==> src/rtl/e1b_ram.sv <==
// Generic single-write, single-read RAM with registered read data.
module e1b_ram #(
    parameter int P_WIDTH = 8,
    parameter int P_DEPTH = 80
) (
    input  logic                       i_clk,
    input  logic                       i_we,
    input  logic [$clog2(P_DEPTH)-1:0] i_waddr,
    input  logic [P_WIDTH-1:0]         i_wdata,
    input  logic                       i_re,
    input  logic [$clog2(P_DEPTH)-1:0] i_raddr,
    output logic [P_WIDTH-1:0]         o_rdata
);

    logic [P_WIDTH-1:0] r_mem [P_DEPTH];
    logic [P_WIDTH-1:0] r_rdata;

    always_ff @(posedge i_clk) begin
        if (i_we) begin
            r_mem[i_waddr] <= i_wdata;
        end
        if (i_re) begin
            r_rdata <= r_mem[i_raddr];
        end
    end

    assign o_rdata = r_rdata;

endmodule

==> config.mk <==
export PLATFORM = sky130hd
export DESIGN_NAME = e1b_ram
export DESIGN_NICKNAME = d
export VERILOG_FILES = /design/src/rtl/e1b_ram.sv
export SDC_FILE = /design/constraint.sdc
export NUM_CORES = 1
export LEC_CHECK = 0
export ABC_AREA = 1
export BUFFER_PORTS_ARGS = -buffer_cell sky130_fd_sc_hd__buf_4
export CORE_ASPECT_RATIO = 0.7
export CORE_MARGIN = 2
export CORE_UTILIZATION = 45
export CTS_CLUSTER_SIZE = 10
export DETAILED_ROUTE_END_ITERATION = 16
export GPL_TIMING_DRIVEN = 0
export HOLD_SLACK_MARGIN = 0.05
export PLACE_DENSITY_LB_ADDON = 0.1
export SLEW_MARGIN = 25
export SYNTH_ARGS = -nofsm -noshare
export SYNTH_HDL_FRONTEND = slang
export SYNTH_SLANG_ARGS = --single-unit
==> constraint.sdc <==
create_clock -name i_clk -period 1.46 [get_ports i_clk]
set_input_delay 0.073 -clock i_clk [delete_from_list [all_inputs] [get_ports i_clk]]
set_output_delay 0.073 -clock i_clk [all_outputs]
set_load 0.005 [all_outputs]
======== Yosys cells after proc, flatten, opt, wreduce, memory -nomap -nowiden ========
Memories as Yosys holds them, arrays and structs flattened. A register that Yosys moved wholly into a read port is not among the register bits.
Index checks and enable logic that the tools add are counted.
storage, ports and cells
  flip-flop bits (word level) ............. 0
  memory bits (writable) .................. 640
  input port bits ......................... 25
  output and inout bits ................... 8
  word-level logic and storage cells ...... 3
  memories ................................ 1
memories
  name   depth  width  read ports  clocked after Yosys merged registers in  wr ports  RTL line  source
  r_mem  80     8      1           1                                        1         15        logic [P_WIDTH-1:0] r_mem [P_DEPTH];
cells by class
  multiplexer cells ....................... 2
operators with widths
  kind               count
  1-bit two-way mux  2

======== Depth between registers and ports, before layout ========
  depth in word-level cells ............... 2
  mapped depth ............................ 14
  gate-level depth less buffers ........... 11

======== Least setup slack after synthesis ========
OpenSTA, ideal clock, no wires.
  kind .................................... input port to flip-flop
  from .................................... in i_we
  to ...................................... mem r_mem[43][0] (enable)
  setup time .............................. 0.370 ns
  arrival time ............................ 0.998 ns
  required time ........................... 1.090 ns
  path slack .............................. 0.092 ns
  cell stages on the path ................. 3
  buffers on the path ..................... 1
  cells stage by stage .................... clkbuf_1 -> nand3_1 -> nor2_1
between the ends
  longest elaborated chain between the ends .. 2
ends and longest elaborated chain
  what                                     RTL line  source
  start, declared                          7         input logic i_we,
  1-bit two-way mux                        19        if (i_we) begin
  1-bit two-way mux (not written as such)  20        r_mem[i_waddr] <= i_wdata;
  end, declared                            15
No other way between the ends.

======== Worst setup path in the final report ========
  from .................................... in i_we
  to ...................................... mem r_mem[40][3] (enable)
Same word-level chain as after synthesis.

==> reports/metrics.cfg <==
[logic_synthesis]
synth.yosys.seq_area_share_pct=73.5
synthMuxAreaShare_pct=0
yosys.area.top_type_share_pct=73.5
ys_warn_count=0
synth-seq-cells=648
synth_top_family_by_area=simple AND/OR/NAND/NOR gates
synth_xor_area_share_pct=0
syn_area_sq_um=26500
synth_cell_types=19
synth_simple_gate_area_share_pct=20.4
synth_compound_area_share_pct=2.28
synth_fa_ha_area_share_pct=0
netlist_instances=2188
syn_avg_cell_area_sq_um=12.1
yosys.area.top_type=edfxtp_1
synth_nets=2213
synth.area.top_cells=edfxtp_1, nand3_1, nand2_1

[power_and_ir_drop]
peakVddDrop_mv=0.855
p_sw_share_pct=23.2
power_switching_uw=9290
p_clk_share_pct=40.6
p_int_uw=30700
p_comb_share_pct=7.9
p_leak_uw=0.0107
powerDensity_nw_per_um2=1280
seqPwrFrac_pct=51.5

[critical_path]
required_ns=1.69
crit_arrival_ns=1.93
cpPeakStageDelay_ns=0.81
slowest_stage=nor2_2
worstPathCellList=clkbuf_1, nand3_1, nor2_2
start_kind=input pin
critPathCaptureType=flop
timing.setup.critical_path_class=in2reg
worst-path-max-fanout=10

[timing]
finalHoldViolCount=0
clock.fmax_ghz=0.588
worst-slew-pin-transition_ns=1.12
worst_slack_ns=-0.242
relSlewSlack_pct=25.2
finalCritPeriodShare_pct=117
setup_violations=70
setup_tns_ns=-8.58
drv_slew=0
rsz0062_at_grt=yes
period_minus_slack_ns=1.70
finClkSkew_ns=0.0186

[layout]
fin_nets=2316
area_growth_pct=17.7
stdcell_count=3061
final_common_cell=edfxtp_1
drive_above_1_share_pct=22.3
multi_input_area_sq_um=7550
fill_cells=4916
seqCellArea_sq_um=19500
final_cell_mix=edfxtp_1, nand2_1, nand3_1

[floorplan]
start_util_pct=45.5
fp.dieW_um=294
rows=74
pin_count=33
die_area_sq_um=60900
core_area_sq_um=58200
die_h_um=207

[global_routing]
grt_overflow=0
grt_max_degree=81
antenna_found_initial=3
grt_pass1_vias=16700
track_usage_pct=28.0
grt_pass1_wl_mm=119

[run]
cap_violations=0

[clocking]
cts_buffer_depth=3
clock_sinks=648
cts-root-buf=clkbuf_16
h-tree-depth=3
post-cts-setup-buffers=0
cts_tree=yes
insertion_delay_ns=0.62
clkTransAtPathRegs_ns=0.05
cts-buffers-inserted=75

[drt]
via_per_inst=5.83
drt-total-wl_mm=84.0
vias=17900
drt_first_pass_iters=5
routedWlPerCell_um=27.4
drtIter0Drc=2243
antenna_left=0
route.detailed.drc=0

[run_status]
failed_checks=negative setup slack
status=complete, but fails checks

[place]
placed_cells=2972
place.gp.congestion=0.975
io_buffers=24
dp_hpwl_mm=55.2

[min_path]
hold_class=in2reg

[power groups by stage]
stage                     logic (uW)  registers (uW)  clock network (uW)
after floorplan                 1370           21000                   0
after global placement          2690           21000                   0
after detailed placement        2710           21000                   0
after CTS                       2870           20600               16300
after global routing            3350           20600               17100
final                           3140           20600               16200
[final cells by class]
| class | instances | area share, % |
|---|---|---|
| Clock buffer | 80 | 6.21 |
| Timing Repair Buffer | 26 | 0.654 |
| Antenna cell | 1 | 0.00802 |
| Tap cell | 760 | 3.05 |
| Sequential cell | 648 | 62.4 |
| Inverter | 21 | 0.277 |
| Clock inverter | 6 | 0.108 |
| Buffer | 139 | 3.09 |
| Multi-Input combinational cell | 1380 | 24.2 |
[cells in the mapped netlist]
master / number
clkbuf_1: 30
buf_4: 12
buf_2: 50
nor3_1: 8
inv_4: 1
clkbuf_2: 1
o22ai_1: 21
inv_1: 19
nor2_1: 149
nand2_1: 633
buf_1: 4
inv_6: 1
o221ai_1: 11
nand3_1: 483
buf_8: 1
o21ai_0: 61
edfxtp_1: 648
buf_6: 41
o21ai_1: 14
[repair_timing]
item | CTS | global route
pin swaps | 60 | 105
hold buffers | 2 | 0
hold endpoints to repair | 16 | 0
gates resized for setup | 167 | 205
endpoints found under the setup margin | 527 | 551
[sequential cells by signal (all words and copies together) (netlist names)]
signal	count
o_rdata	8
r_mem	640
[routing by layer]
metal / up-vias / global-route usage (%) / share of wire (%)
li1: 7980 / - / -
met1: 8830 / 43.2 / 46
met2: 903 / 39.7 / 42
met3: 143 / 6.52 / 9.8
met4: 0 / 7.38 / 2.8
met5: - / 0 / 0
[kinds of logic after synthesis]
group	after synthesis
buf+inv	160
simple gates	1273
flops	648
compound gates	107
[through the flow]
stage	total power (uW)	instance area [sq um]	worst slack, ns	hold slack, ns	utilization [%]
after global placement	23700	27600	-1.05	0.356	47.4
after CTS	39800	30300	-0.211	0.0577	52.0
after floorplan	22400	26500	0.0922	0.172	-
after detailed placement	23700	27600	-1.01	0.358	47.5
after global routing	41000	31200	-0.312	0.0683	53.5
final	40000	31200	-0.242	0.0440	53.5
[path summary, 6_finish.rpt]
path                      from            to  slack, ns  depth (start not counted)
setup reg to reg   r_mem[5][3]    o_rdata[3]      -0.12                         10
hold reg to reg   r_mem[68][1]    o_rdata[1]       0.88                          6
hold / removal      i_wdata[3]  r_mem[65][3]       0.04                          1
setup / recovery          i_we  r_mem[40][3]      -0.24                          3
[worst max-delay path, delay by kind of cell]
family / cells / cell delay (ns)
simple gates: 2 / 1.38
buf+inv: 1 / 0.45
Power figures use the tool's default switching activity.
