===== config.mk =====
export PLATFORM = sky130hd
export DESIGN_NAME = e1b_span_lane
export DESIGN_NICKNAME = d
export VERILOG_FILES = /design/src/rtl/e1b_pkg.sv /design/src/rtl/e1b_span_lane.sv
export SDC_FILE = /design/constraint.sdc
export NUM_CORES = 1
export LEC_CHECK = 0
export BUFFER_PORTS_ARGS = -buffer_cell sky130_fd_sc_hd__buf_2
export CAP_MARGIN = 10
export CORE_AREA = 5 5 42 44
export DETAILED_ROUTE_END_ITERATION = 8
export DIE_AREA = 0 0 47 49
export MAX_ROUTING_LAYER = met4
export SETUP_SLACK_MARGIN = 0.02
export SYNTH_ARGS = -nofsm -noshare
export SYNTH_HDL_FRONTEND = slang
export SYNTH_SLANG_ARGS = --single-unit

===== constraint.sdc =====
create_clock -name vclk -period 3.2
set_clock_uncertainty 0.05 [all_clocks]
set_input_delay 0.32 -clock vclk [all_inputs]
set_output_delay 0.32 -clock vclk [all_outputs]
set_load 0.005 [all_outputs]

===== src/rtl/e1b_pkg.sv =====
// Shared types, constants and the span slot lookup function of the ETC1S to BC1 block transcoder.
package e1b_pkg;

    localparam int EP_DEPTH    = 2560;
    localparam int IDX_DEPTH   = 80;
    localparam int EP_WIDTH    = 22;
    localparam int IDX_WIDTH   = 8;
    localparam int EP_AW       = $clog2(EP_DEPTH);
    localparam int IDX_AW      = $clog2(IDX_DEPTH);
    localparam int ROWS        = 4;
    localparam int ROW_TEXELS  = 4;

    localparam logic KIND_LOAD      = 1'b0;
    localparam logic KIND_BLOCK     = 1'b1;
    localparam logic TSEL_ENDPOINT  = 1'b0;
    localparam logic TSEL_INDEX     = 1'b1;

    typedef struct packed {
        logic [1:0] lo;
        logic [1:0] hi;
    } t_span;

    // lexicographic slot over (min, max)
    function automatic logic [3:0] span_slot(input logic [1:0] lo, input logic [1:0] hi);
        logic [3:0] slot;
        case ({lo, hi})
            4'b00_00: slot = 4'd0;
            4'b00_01: slot = 4'd1;
            4'b00_10: slot = 4'd2;
            4'b00_11: slot = 4'd3;
            4'b01_01: slot = 4'd4;
            4'b01_10: slot = 4'd5;
            4'b01_11: slot = 4'd6;
            4'b10_10: slot = 4'd7;
            4'b10_11: slot = 4'd8;
            4'b11_11: slot = 4'd9;
            default:  slot = 4'd0;
        endcase
        return slot;
    endfunction

endpackage


===== src/rtl/e1b_span_lane.sv =====
// Selector span lane: minimum and maximum selector of one block row.
module e1b_span_lane (
    input  logic              [7:0] i_row,
    output e1b_pkg::t_span          o_span
);

    always_comb begin
        logic [1:0] s;
        o_span.lo = 2'd3;
        o_span.hi = 2'd0;
        for (int x = 0; x < e1b_pkg::ROW_TEXELS; x++) begin
            s = i_row[2*x +: 2];
            if (s < o_span.lo) begin
                o_span.lo = s;
            end
            if (s > o_span.hi) begin
                o_span.hi = s;
            end
        end
    end

endmodule


## Word level (Yosys, flattened, before mapping)

Index checks and enable logic that the tools add are counted.
W data, S select, Z words.

| storage, ports and cells | value |
|---|---|
| register bits | 0 |
| latch bits | 0 |
| bits in writable memories | 0 |
| bits in read-only memories | 0 |
| bits of input ports | 8 |
| output and inout port bits | 4 |
| memories | 0 |

| cells by class | value |
|---|---|
| add/sub/neg operators | 0 |
| multipliers | 0 |
| divide/modulo/power cells | 0 |
| magnitude comparators | 8 |
| eq/ne operators | 0 |
| shifts and indexed selects | 0 |
| multiplexer cells | 8 |
| bitwise gates (word level) | 0 |
| reductions and logical operators | 0 |

Operator list:

| cell | count |
|---|---|
| $mux W2 | 8 |
| $gt A2 B2 Y1 | 3 |
| $lt A2 B2 Y1 | 3 |
| $gt A2 B1 Y1 const B | 1 |
| $lt A2 B2 Y1 const B | 1 |

## Depth between registers and ports, before layout

| depth | value |
|---|---|
| word-level depth | 8 |
| depth in mapped cells | 13 |
| mapped depth without buffers | 13 |

## Least setup slack after synthesis

No wires, ideal clock.

| path | value |
|---|---|
| path type | input -> output |
| start | input port i_row[3] |
| end | output port o_span[0] (netlist bit) |
| data arrival time | 2464 ps |
| slack | 366 ps |
| stages on the path | 13 |
| path buffers | 0 |
| path through | inv_1 ha_1 o21ba_1 nor3_2 nor2_1 ha_1 inv_1 o221ai_1 o31ai_2 ha_1 inv_1 o22ai_1 mux2_4 |

RTL lines:

| item | line | RTL |
|---|---|---|
| start: declaration | e1b_span_lane.sv:3 | `input logic [7:0] i_row,` |
| end: declaration | e1b_span_lane.sv:4 | `output e1b_pkg::t_span o_span` |

==> out/qor.yml <==
layout:
  syn_to_final_growth_pct: 49.5
  regArea_um2: 0
  diodes: 0
  clockBufferCount: 0
  seq_cell_count: 0
  layout.cells.non_filler: 80
  final_cell_mix: "13 x ha_1, 10 x inv_1, 8 x buf_2"
  final_common_cell: "ha_1"
  final_area_um2: 578
  nets: 89
  drive_gt1_share_pct: 48.4
sta:
  setup_viol: 0
  slew_headroom_pct: 84.2
  finalCriticalPeriod_ps: 3090
  hold_viol_final: 0
  tightest_slew_ps: 236
  max_freq_mhz: 324
  finalMaxSlewViolations: 0
  rsz0062_at_grt: "true"
  fin_crit_sh_pct: 96.5
critical_path:
  crit_path_start: "i_row[2]"
  critPathCaptureType: "output port"
  worstSetupPathType: "input port to output port"
  cp_max_fo: 2
  crit_arrival_ps: 2720
  start_kind: "input port"
  worstPathRequired_ps: 2830
placement:
  place_area_um2: 470
  hpwl_um: 587
  portBuffers: 12
  place_inst: 77
  finalWeightedCongestion: 0.668
die:
  core_area_um2: 1400
  start_util_pct: 27.6
  fp.dieH_um: 49
  pin_count: 12
  die_area_um2: 2300
  die_w_um: 47
  rows: 14
synth:
  syn_area_um2: 387
  ys_warn_count: 0
  synth_cell_types: 17
  syn-num-nets: 72
  synth_cells: 49
  avgSynthCellArea_um2: 7.89
  yosysSeqAreaShare_pct: 0
grt:
  antenna_found_initial: 0
  grt_max_degree: 5
  overflow: 0
  track_usage_pct: 6.91
  grt_pass1_wl_um: 1280
  grt_pass1_vias: 339
hold_path:
  min_path_type: "input port to output port"
  min_from: "i_row[6]"
  hold_depth: 3
power:
  p_per_area_nw_per_um2: 176
  ir_drop_mv: 0.0669
  leakagePower_nw: 0.313
flow_run:
  cap_violations: 0
detailed_routing:
  vias_per_cell: 4.51
  drtPass1Iterations: 2
  dr.first_iter.drc_count: 1
  wl_per_cell_um: 9.10
  vias: 361
  drc: 0
  detail_route.wirelength_um: 728
  antenna_left: 0
status:
  status: "completed"
-- per-stage QoR --
| stage | power (mW) | util (%) | TNS, ps | hold WS [ps] | worst slack [ps] |
|---|---|---|---|---|---|
| 3_5_place_dp | 0.0701 | 33.6 | 0 | 934 | 15.9 |
| 3_3_place_gp | 0.0686 | 33.6 | 0 | 932 | 34.0 |
| 2_1_floorplan | 0.0487 | - | 0 | 712 | 366 |
| 5_1_grt | 0.115 | 41.3 | -0.462 | 944 | -0.462 |
| 4_1_cts | 0.0933 | 39.5 | 0 | 929 | 21.0 |
| 6_report | 0.102 | 41.3 | 0 | 924 | 110 |
-- final cells by class --
cell class	instances	area, um^2
fillers	154	823
multi-input cells	34	389
well taps	16	20.0
inverters	14	57.6
repair buffers	16	111
-- cells in the mapped netlist --
cell      instances  area, um^2
ha_1             15         188
inv_1            14        52.6
nor2_1            4        15.0
a21oi_1           2        10.0
o21ba_1           2        20.0
and2b_1           1        7.51
clkbuf_1          1        3.75
mux2_4            1        15.0
nor2b_1           1        6.26
nor3_2            1        10.0
o21ai_0           1        5.00
o221ai_1          1        8.76
o22a_1            1        8.76
o22ai_1           1        6.26
o31a_1            1        8.76
o31ai_2           1        12.5
o32ai_1           1        8.76
-- critical path, cell delays in order --
cell,delay [ps]
buf_4,130
inv_2,50
ha_2,250
and2b_2,220
o21ba_4,220
nor2_2,70
ha_1,230
inv_2,70
o22a_1,170
o31ai_4,70
ha_1,280
inv_1,40
o22ai_2,170
mux2_4,320
buf_6,110
-- worst paths after layout --
path / endpoint / slack, ps
setup / recovery: o_span[0] / 110
hold / removal: o_span[0] / 920
-- routing by layer --
layer / vias to the layer above / part of all wire, % / track usage [%] / wire [um]
li1: 193 / - / - / -
met1: 159 / 40 / 8.91 / 290
met2: 9 / 54 / 12.4 / 392
met3: 0 / 6.2 / 0 / 45
met4: 0 / 0 / 0 / 0
met5: - / 0 / - / 0
-- power breakdown --
group | switching (mW) | total [mW] | internal, mW
Combinational | 0.0443 | 0.102 | 0.0574
Clock | 0 | 0 | 0
Sequential | 0 | 0 | 0
Total | 0.0443 | 0.102 | 0.0574
-- kinds of logic (layout without fill, tap and decap cells) --
group                      after synthesis  count (layout)  share of synthesized area [%]
AOI/OAI and AO/OA                       11              11                           23.0
muxes                                    1               1                           3.88
buffers and inverters                   15              30                           14.6
adders and majority gates               15              15                           48.5
and+or+nand+nor                          7               7                           10.0
-- repair_timing --
action	in CTS	in global routing
setup endpoints to repair	1	1
buffers inserted	2	1
hold endpoints to repair	0	0
resized for setup	19	4
pin swaps	8	7
hold buffers	0	0
No activity file was read; power rests on OpenSTA's default activity.
