### config.mk
export PLATFORM = sky130hd
export DESIGN_NAME = e1b_row_map
export DESIGN_NICKNAME = d
export VERILOG_FILES = /design/src/rtl/e1b_pkg.sv /design/src/rtl/e1b_row_map.sv
export SDC_FILE = /design/constraint.sdc
export NUM_CORES = 1
export LEC_CHECK = 0
export ABC_AREA = 1
export BUFFER_PORTS_ARGS = -buffer_cell sky130_fd_sc_hd__buf_2
export CORE_AREA = 5 5 42 44
export DETAILED_ROUTE_END_ITERATION = 10
export DIE_AREA = 0 0 47 49
export PLACE_DENSITY = 0.63
export SLEW_MARGIN = 30
export SYNTH_ARGS = -nofsm -noshare
export SYNTH_HDL_FRONTEND = slang
export SYNTH_SLANG_ARGS = --single-unit
### constraint.sdc
create_clock -name vclk -period 0.8
set_input_delay 0 -clock vclk [all_inputs]
set_output_delay 0 -clock vclk [all_outputs]
set_load 0.02 [all_outputs]
### src/rtl/e1b_pkg.sv
// Shared types, constants and the span slot lookup function of the ETC1S to BC1 block transcoder.
package e1b_pkg;

    localparam int EP_DEPTH    = 2560;
    localparam int IDX_DEPTH   = 80;
    localparam int EP_WIDTH    = 22;
    localparam int IDX_WIDTH   = 8;
    localparam int EP_AW       = $clog2(EP_DEPTH);
    localparam int IDX_AW      = $clog2(IDX_DEPTH);
    localparam int ROWS        = 4;
    localparam int ROW_TEXELS  = 4;

    localparam logic KIND_LOAD      = 1'b0;
    localparam logic KIND_BLOCK     = 1'b1;
    localparam logic TSEL_ENDPOINT  = 1'b0;
    localparam logic TSEL_INDEX     = 1'b1;

    typedef struct packed {
        logic [1:0] lo;
        logic [1:0] hi;
    } t_span;

    // lexicographic slot over (min, max)
    function automatic logic [3:0] span_slot(input logic [1:0] lo, input logic [1:0] hi);
        logic [3:0] slot;
        case ({lo, hi})
            4'b00_00: slot = 4'd0;
            4'b00_01: slot = 4'd1;
            4'b00_10: slot = 4'd2;
            4'b00_11: slot = 4'd3;
            4'b01_01: slot = 4'd4;
            4'b01_10: slot = 4'd5;
            4'b01_11: slot = 4'd6;
            4'b10_10: slot = 4'd7;
            4'b10_11: slot = 4'd8;
            4'b11_11: slot = 4'd9;
            default:  slot = 4'd0;
        endcase
        return slot;
    endfunction

endpackage

### src/rtl/e1b_row_map.sv
// Index map lane: maps the selectors of one row to a BC1 index byte.
module e1b_row_map (
    input  logic [7:0]                     i_row,
    input  logic [e1b_pkg::IDX_WIDTH-1:0]  i_imap,
    input  logic                           i_four_colour,
    output logic [7:0]                     o_byte
);

    always_comb begin
        o_byte = '0;
        for (int x = 0; x < e1b_pkg::ROW_TEXELS; x++) begin
            o_byte[2*x +: 2] = i_four_colour ? i_imap[2*i_row[2*x +: 2] +: 2] : 2'd0;
        end
    end

endmodule

# After elaboration in Yosys (flattened, before gate mapping)
# Index checks and enable logic that the tools add are counted.
[totals]
reg_bits = 0
in_bits = 17
[op_classes]
n_mux = 4
shifts = 4
[ops]
columns = ["cell", "count"]
rows = [
  ["8-bit by 4-bit indexed part select with 2-bit output", 4],
  ["2-bit 2-to-1 mux", 4],
]

# Longest topological paths before layout
# Gate-level depths: netlist of run 1.
[depth]
ltp_word = 2
mapped_depth = 4
mapped_depth_nobuf = 4

# Worst setup path before layout of run 1
# No wires, ideal clock.
[synth_timing]
path_type = "input -> output"
startpoint = "input i_imap[2] (netlist name)"
endpoint = "output o_byte[0]"
path_stages = 4
n_path_buf = 0
setup_slack_ns = 0.268
arrival_time_ns = 0.532
required_time_ns = 0.800
cell_sequence = "inv_1 > nand2_1 > nand3_1 > a21oi_1"
[synth_between]
elab_chain_len = 2
[synth_lines]
columns = ["item", "line", "text"]
rows = [
  ["from (decl)", "e1b_row_map.sv:4", "input logic [e1b_pkg::IDX_WIDTH-1:0] i_imap,"],
  ["8-bit by 4-bit indexed part select with 2-bit output", "e1b_row_map.sv:12", "o_byte[2*x +: 2] = i_four_colour ? i_imap[2*i_row[2*x +: 2] +: 2] : 2'd0;"],
  ["2-bit 2-to-1 mux", "e1b_row_map.sv:12", ""],
  ["to (decl)", "e1b_row_map.sv:6", "output logic [7:0] o_byte"],
]
# No other way between the ends.

# Worst setup path after layout of run 1
[layout_timing]
startpoint = "input i_row[2]"
endpoint = "output o_byte[2]"
[layout_between]
elab_chain_len = 2
[layout_lines]
columns = ["item", "line", "text"]
rows = [
  ["from (decl)", "e1b_row_map.sv:3", "input logic [7:0] i_row,"],
  ["8-bit by 4-bit indexed part select with 2-bit output", "e1b_row_map.sv:12", ""],
  ["2-bit 2-to-1 mux", "e1b_row_map.sv:12", ""],
]
# No other way between the ends.

==> results of run 1 <==
-- logic make-up (layout without fill, tap and decap cells) --
logic type,after synthesis,after routing
and+or+nand+nor,48,48
buffers and inverters,17,42
AOI/OAI and AO/OA,8,8
-- how the worst max path moves through the flow --
stage / endpoint / slack [ns] / startpoint
after floorplan: o_byte[0] / 0.27 / i_imap[2]
after global placement: o_byte[6] / 0.18 / i_row[6]
after detailed placement: o_byte[2] / 0.18 / i_row[2]
after CTS: o_byte[2] / 0.17 / i_row[2]
after global routing: o_byte[2] / 0.08 / i_row[2]
final: o_byte[2] / 0.18 / i_row[2]
-- layer usage --
metal | up-vias | wire length (µm)
li1 | 279 | -
met1 | 206 | 540
met2 | 22 | 440
met3 | 0 | 133
met4 | 0 | 0
met5 | - | 0
-- synth_stat cells --
cell type / number / area [µm²]
nand2_1: 32 / 120
inv_1: 13 / 48.8
a21oi_1: 8 / 40.0
nand3_1: 16 / 80.1
inv_2: 4 / 15.0
-- metrics by stage --
stage	hold slack [ns]	power (W)	setup WS (ns)
after detailed placement	0.387	0.000262	0.178
final	0.385	0.000260	0.179
after global routing	0.411	0.000291	0.0839
after global placement	0.385	0.000258	0.179
after floorplan	0.197	0.000155	0.268
after CTS	0.388	0.000262	0.173
-- worst max-delay path, stage by stage --
cell and delay [ns]:
buf_2 0.13, inv_2 0.06, nand2_1 0.06, nand3_1 0.06, a21oi_1 0.14, buf_2 0.18
-- cell type report --
type / instances / area [µm²] / share of cell area
repair buffers: 25 / 125 / 0.279
multi-input cells: 56 / 240 / 0.535
inverters: 17 / 63.8 / 0.142
well taps: 16 / 20.0 / 0.0446
-- power by group through the flow --
stage / Clock [W] / Sequential [W] / Combinational (W)
after floorplan: 0 / 0 / 0.000155
after global placement: 0 / 0 / 0.000258
after detailed placement: 0 / 0 / 0.000262
after CTS: 0 / 0 / 0.000262
after global routing: 0 / 0 / 0.000291
final: 0 / 0 / 0.000260
==> summary.txt, run 1 <==
Floorplan
  – Die area: 2300 µm²
  – # rows: 14
  – Io pins: 25
  – Die width: 47 µm
  – Die height: 49 µm
  – Core area: 1400 µm²
  – Initial core utilization: 0.217

Pwr
  – Seq pwr share: 0
  – Leak: 0.307 nW
  – Share of power burned in the clock network: 0
  – Pwr Density: 579 nW/µm²
  – Comb power frac: 1.000
  – Internal power: 0.0000983 W
  – Net Sw Frac: 0.622
  – Worst vdd ir: 213 µV
  – Switching power: 0.000162 W

Timing
  – Setup TNS: 0 ns
  – Final hold vios: 0
  – Peak Freq: 1.61 GHz
  – Fin crit period: 0.621 ns
  – Max_slew headroom: 0.834
  – Count of final setup violators: 0
  – Unrepaired setup endpoints after global routing: no
  – Tcrit/Tclk final: 0.776
  – Slew @ Worst Pin: 0.249 ns
  – Slew Viols, Final: 0

Placed design
  – Gpl congestion: 0.783
  – Cell Area, Placed: 449 µm²
  – Placed Cells incl. Taps: 114
  – Final HPWL DP: 936 µm
  – # port buffers: 25

Final layout
  – Register area: 0 µm²
  – Fillers: 169
  – Share of cells above drive strength 1: 0.296
  – Clock buffers: 0
  – Fin nets: 117
  – Diodes inserted: 0
  – Commonest non-fill, non-tap cell in the layout: nand2_1
  – Layout Utilization: 0.321
  – Seq cells: 0
  – Non-Filler Instances: 114
  – Final Cell Area: 449 µm²
  – Most frequent cells in the layout: nand2_1 (32), buf_2 (25), nand3_1 (16)
  – Syn-to-layout area delta: 47.7%

Route
  – Initial drt markers: 22
  – DR vias/cell: 4.45
  – TritonRoute pass-1 iters: 4
  – DRC errors left: 0
  – Remaining antenna violation count: 0
  – Total Wirelength: 1110 µm
  – DR WL/cell: 9.77 µm
  – Via count: 507

Hold path
  – Min-Delay Endpoint: o_byte[5]
  – Hold Crit Depth: 4
  – Hold Startpoint: i_row[5]
  – Hold crit path type: in2out

Synth
  – Post-Synth Adder-Cell Area: 0
  – Multiplexer share of the synthesized area: 0
  – YS warnings: 0
  – Largest family of logic cells by synthesized area: simple AND/OR/NAND/NOR gates
  – Simple-gate share of the synthesized area: 0.658
  – Avg Inst Size Synth: 4.16 µm²
  – Post-synthesis sequential area ratio: 0
  – XOR/XNOR Fraction of Synth Area: 0
  – Mapped cell area: 304 µm²
  – Compound-Gate Fraction of Synth Area: 0.132
  – Post-synthesis instance total: 73
  – Syn Nets: 90
  – Post-synthesis cell type count: 5

Global routing
  – Met1 Track Usage GR: 0.167
  – Vias in the first global route: 368
  – Initial antenna violation count: 0
  – Global route hottest layer: met1
  – Total GRT Usage: 0.0877
  – Met2 GRT Util: 0.104
  – Largest net degree at the start of global routing: 9
  – GR Util met3: 0.00738
  – Grt total ovfl: 0
  – First-pass GRT wire length: 1640 µm

Clocking
  – Post-CTS sizing: 0
  – Hold buffers post-CTS: 0
  – Setup bufs post-CTS: 0

Job
  – Maximum capacitance violations: 0

Setup path
  – Worst Path Arrival: 0.62 ns
  – Worst-path maximum fanout: 5
  – Crit end category: primary output
  – CP Launch Type: input pin
  – Setup CP Type: in2out
  – Required time worst endpoint: 0.80 ns

Status
  – Status: finished clean
Note: power is estimated with default switching activity, not from simulation.
==> inputs of run 2 (changes only) <==
--- a/config.mk
+++ b/config.mk
@@ -5,12 +5,12 @@
 export SDC_FILE = /design/constraint.sdc
 export NUM_CORES = 1
 export LEC_CHECK = 0
-export ABC_AREA = 1
+export ABC_AREA = 0
 export BUFFER_PORTS_ARGS = -buffer_cell sky130_fd_sc_hd__buf_2
 export CORE_AREA = 5 5 42 44
 export DETAILED_ROUTE_END_ITERATION = 10
 export DIE_AREA = 0 0 47 49
-export PLACE_DENSITY = 0.63
+export PLACE_DENSITY = 0.59
 export SLEW_MARGIN = 30
 export SYNTH_ARGS = -nofsm -noshare
 export SYNTH_HDL_FRONTEND = slang
==> summary.txt, run 2 <==
Route
  – DR WL/cell: 15.9 µm (+62%)
  – TritonRoute pass-1 iters: 1 (-3)
  – DRC errors left: 0 (unchanged)
  – Via count: 266 (-48%)
  – Total Wirelength: 904 µm (-19%)
  – DR vias/cell: 4.67 (+4.9%)
  – Remaining antenna violation count: 0 (unchanged)
  – Initial drt markers: 0 (-100%)

Floorplan
  – # rows: 14 (unchanged)
  – Die area: 2300 µm² (unchanged)
  – Die width: 47 µm (unchanged)
  – Core area: 1400 µm² (unchanged)
  – Die height: 49 µm (unchanged)
  – Initial core utilization: 0.180 (-0.0366)
  – Io pins: 25 (unchanged)

Global routing
  – Vias in the first global route: 304 (-17%)
  – Largest net degree at the start of global routing: 9 (unchanged)
  – Initial antenna violation count: 0 (unchanged)
  – First-pass GRT wire length: 1350 µm (-18%)
  – Grt total ovfl: 0 (unchanged)
  – Total GRT Usage: 0.0767 (-0.0111)

Synth
  – Post-synthesis cell type count: 3 (-2)
  – Top-count cell post-synth: and2_1
  – Yosys top cell by area: mux4_1
  – Avg Inst Size Synth: 15.8 µm² (+280%)
  – Post-synth top area share: 0.624 (+0.229)
  – Post-synthesis sequential area ratio: 0 (unchanged)
  – Mapped cell area: 253 µm² (-17%)
  – Top cells by area, synth: mux4_1 (62%), and2_1 (20%), mux4_2 (18%)
  – Post-synthesis instance total: 16 (-78%)
  – Post-synth top cells: and2_1 (8), mux4_1 (6), mux4_2 (2)
  – Syn Nets: 33 (-63%)
  – YS warnings: 0 (unchanged)

Final layout
  – Most frequent cells in the layout: buf_6 (16), mux4_2 (8), and2_4 (8)
  – Clock buffers: 0 (unchanged)
  – Syn-to-layout area delta: 112%
  – Register area: 0 µm² (unchanged)
  – Diodes inserted: 0 (unchanged)
  – Seq cells: 0 (unchanged)
  – Area of the multi-input gates: 250 µm² (+4.2%)
  – Fin nets: 60 (-49%)
  – Commonest non-fill, non-tap cell in the layout: buf_6
  – Share of cells above drive strength 1: 1.00 (+0.704)
  – Fillers: 158 (-6.5%)

Placed design
  – Gpl congestion: 0.845 (+7.9%)
  – # port buffers: 25 (unchanged)
  – DP Worst Slack: -0.201 ns (-0.380 ns)

Clocking
  – Hold buffers post-CTS: 0 (unchanged)

Timing
  – Count of final setup violators: 8 (+8)
  – Setup TNS: -0.286 ns (-0.286 ns)
  – Fin crit period: 0.852 ns (+0.231 ns)
  – Peak Freq: 1.17 GHz (-27%)
  – Slew @ Worst Pin: 0.128 ns (-0.121 ns)
  – Max_slew headroom: 0.914 (+0.0807)
  – Slew Viols, Final: 0 (unchanged)
  – Final WS setup: -0.0516 ns (-0.231 ns)
  – Final hold vios: 0 (unchanged)
  – Unrepaired setup endpoints after global routing: yes
  – Tcrit/Tclk final: 1.06 (+0.289)

Pwr
  – Internal power: 0.000234 W (+140%)
  – Share of power burned in the clock network: 0 (unchanged)
  – Net Sw Frac: 0.348 (-0.273)
  – Pwr Density: 670 nW/µm² (+16%)
  – Switching power: 0.000125 W (-23%)
  – Leak: 0.234 nW (-24%)
  – Seq pwr share: 0 (unchanged)
  – Comb power frac: 1.000 (about the same)
  – Worst vdd ir: 208 µV (-2.5%)

Status
  – Failing checks: setup timing
  – Status: finished, violations left

Setup path
  – Setup CP Type: in2out
  – Worst-path maximum fanout: 2 (-3)
  – CP Launch Type: input pin
  – Required time worst endpoint: 0.80 ns (about the same)
  – Crit end category: primary output
  – Worst Path Arrival: 0.85 ns (+0.23 ns)

Job
  – Maximum capacitance violations: 0 (unchanged)

Hold path
  – Hold crit path type: in2out
run 2: what timing repair did:
action / CTS / global route
endpoints found under the setup margin: 8 / 8
pin swaps: 8 / 0
resized for setup: 48 / 1
setup buffers: 0 / 0
run 2: area by class of cell:
type	count	area share
multi-input cells	16	0.467
well taps	16	0.0374
repair buffers	25	0.495
run 2: worst paths after layout:
path | startpoint | endpoint | slack, ns | depth (start not counted)
hold / removal | i_four_colour | o_byte[4] | 0.41 | 3
setup / recovery | i_row[0] | o_byte[1] | -0.05 | 4
run 2: per-layer routing:
layer / share of wire / global-route usage
met5: 0 / 0
met4: 0 / 0
met3: 0.14 / 0.0148
met2: 0.48 / 0.133
met1: 0.38 / 0.101
run 2: kinds of logic after synthesis:
kind of cell	count (synthesis)	synth area share
multiplexers	8	0.802
AND/OR/NAND/NOR	8	0.198
run 2: stage by stage:
stage	total power [W]	hold slack [ns]	instances	cell area [µm²]	util
after floorplan	0.000129	0.183	16	253	-
after global placement	0.000233	0.403	57	398	0.284
after detailed placement	0.000237	0.396	57	398	0.284
after CTS	0.000358	0.413	57	532	0.379
after global routing	0.000380	0.433	57	536	0.382
final	0.000359	0.413	57	536	0.382
run 2: critical path, cell delays in order:
cell and delay (ns):
buf_8 0.08, mux4_2 0.50, and2_4 0.15, buf_6 0.12
run 2: power by group through the flow:
| stage | clock network [W] | logic (W) | registers (W) |
|---|---|---|---|
| finish | 0 | 0.000359 | 0 |
| detailed placement | 0 | 0.000237 | 0 |
| global placement | 0 | 0.000233 | 0 |
| CTS | 0 | 0.000358 | 0 |
| global route | 0 | 0.000380 | 0 |
| floorplan | 0 | 0.000129 | 0 |
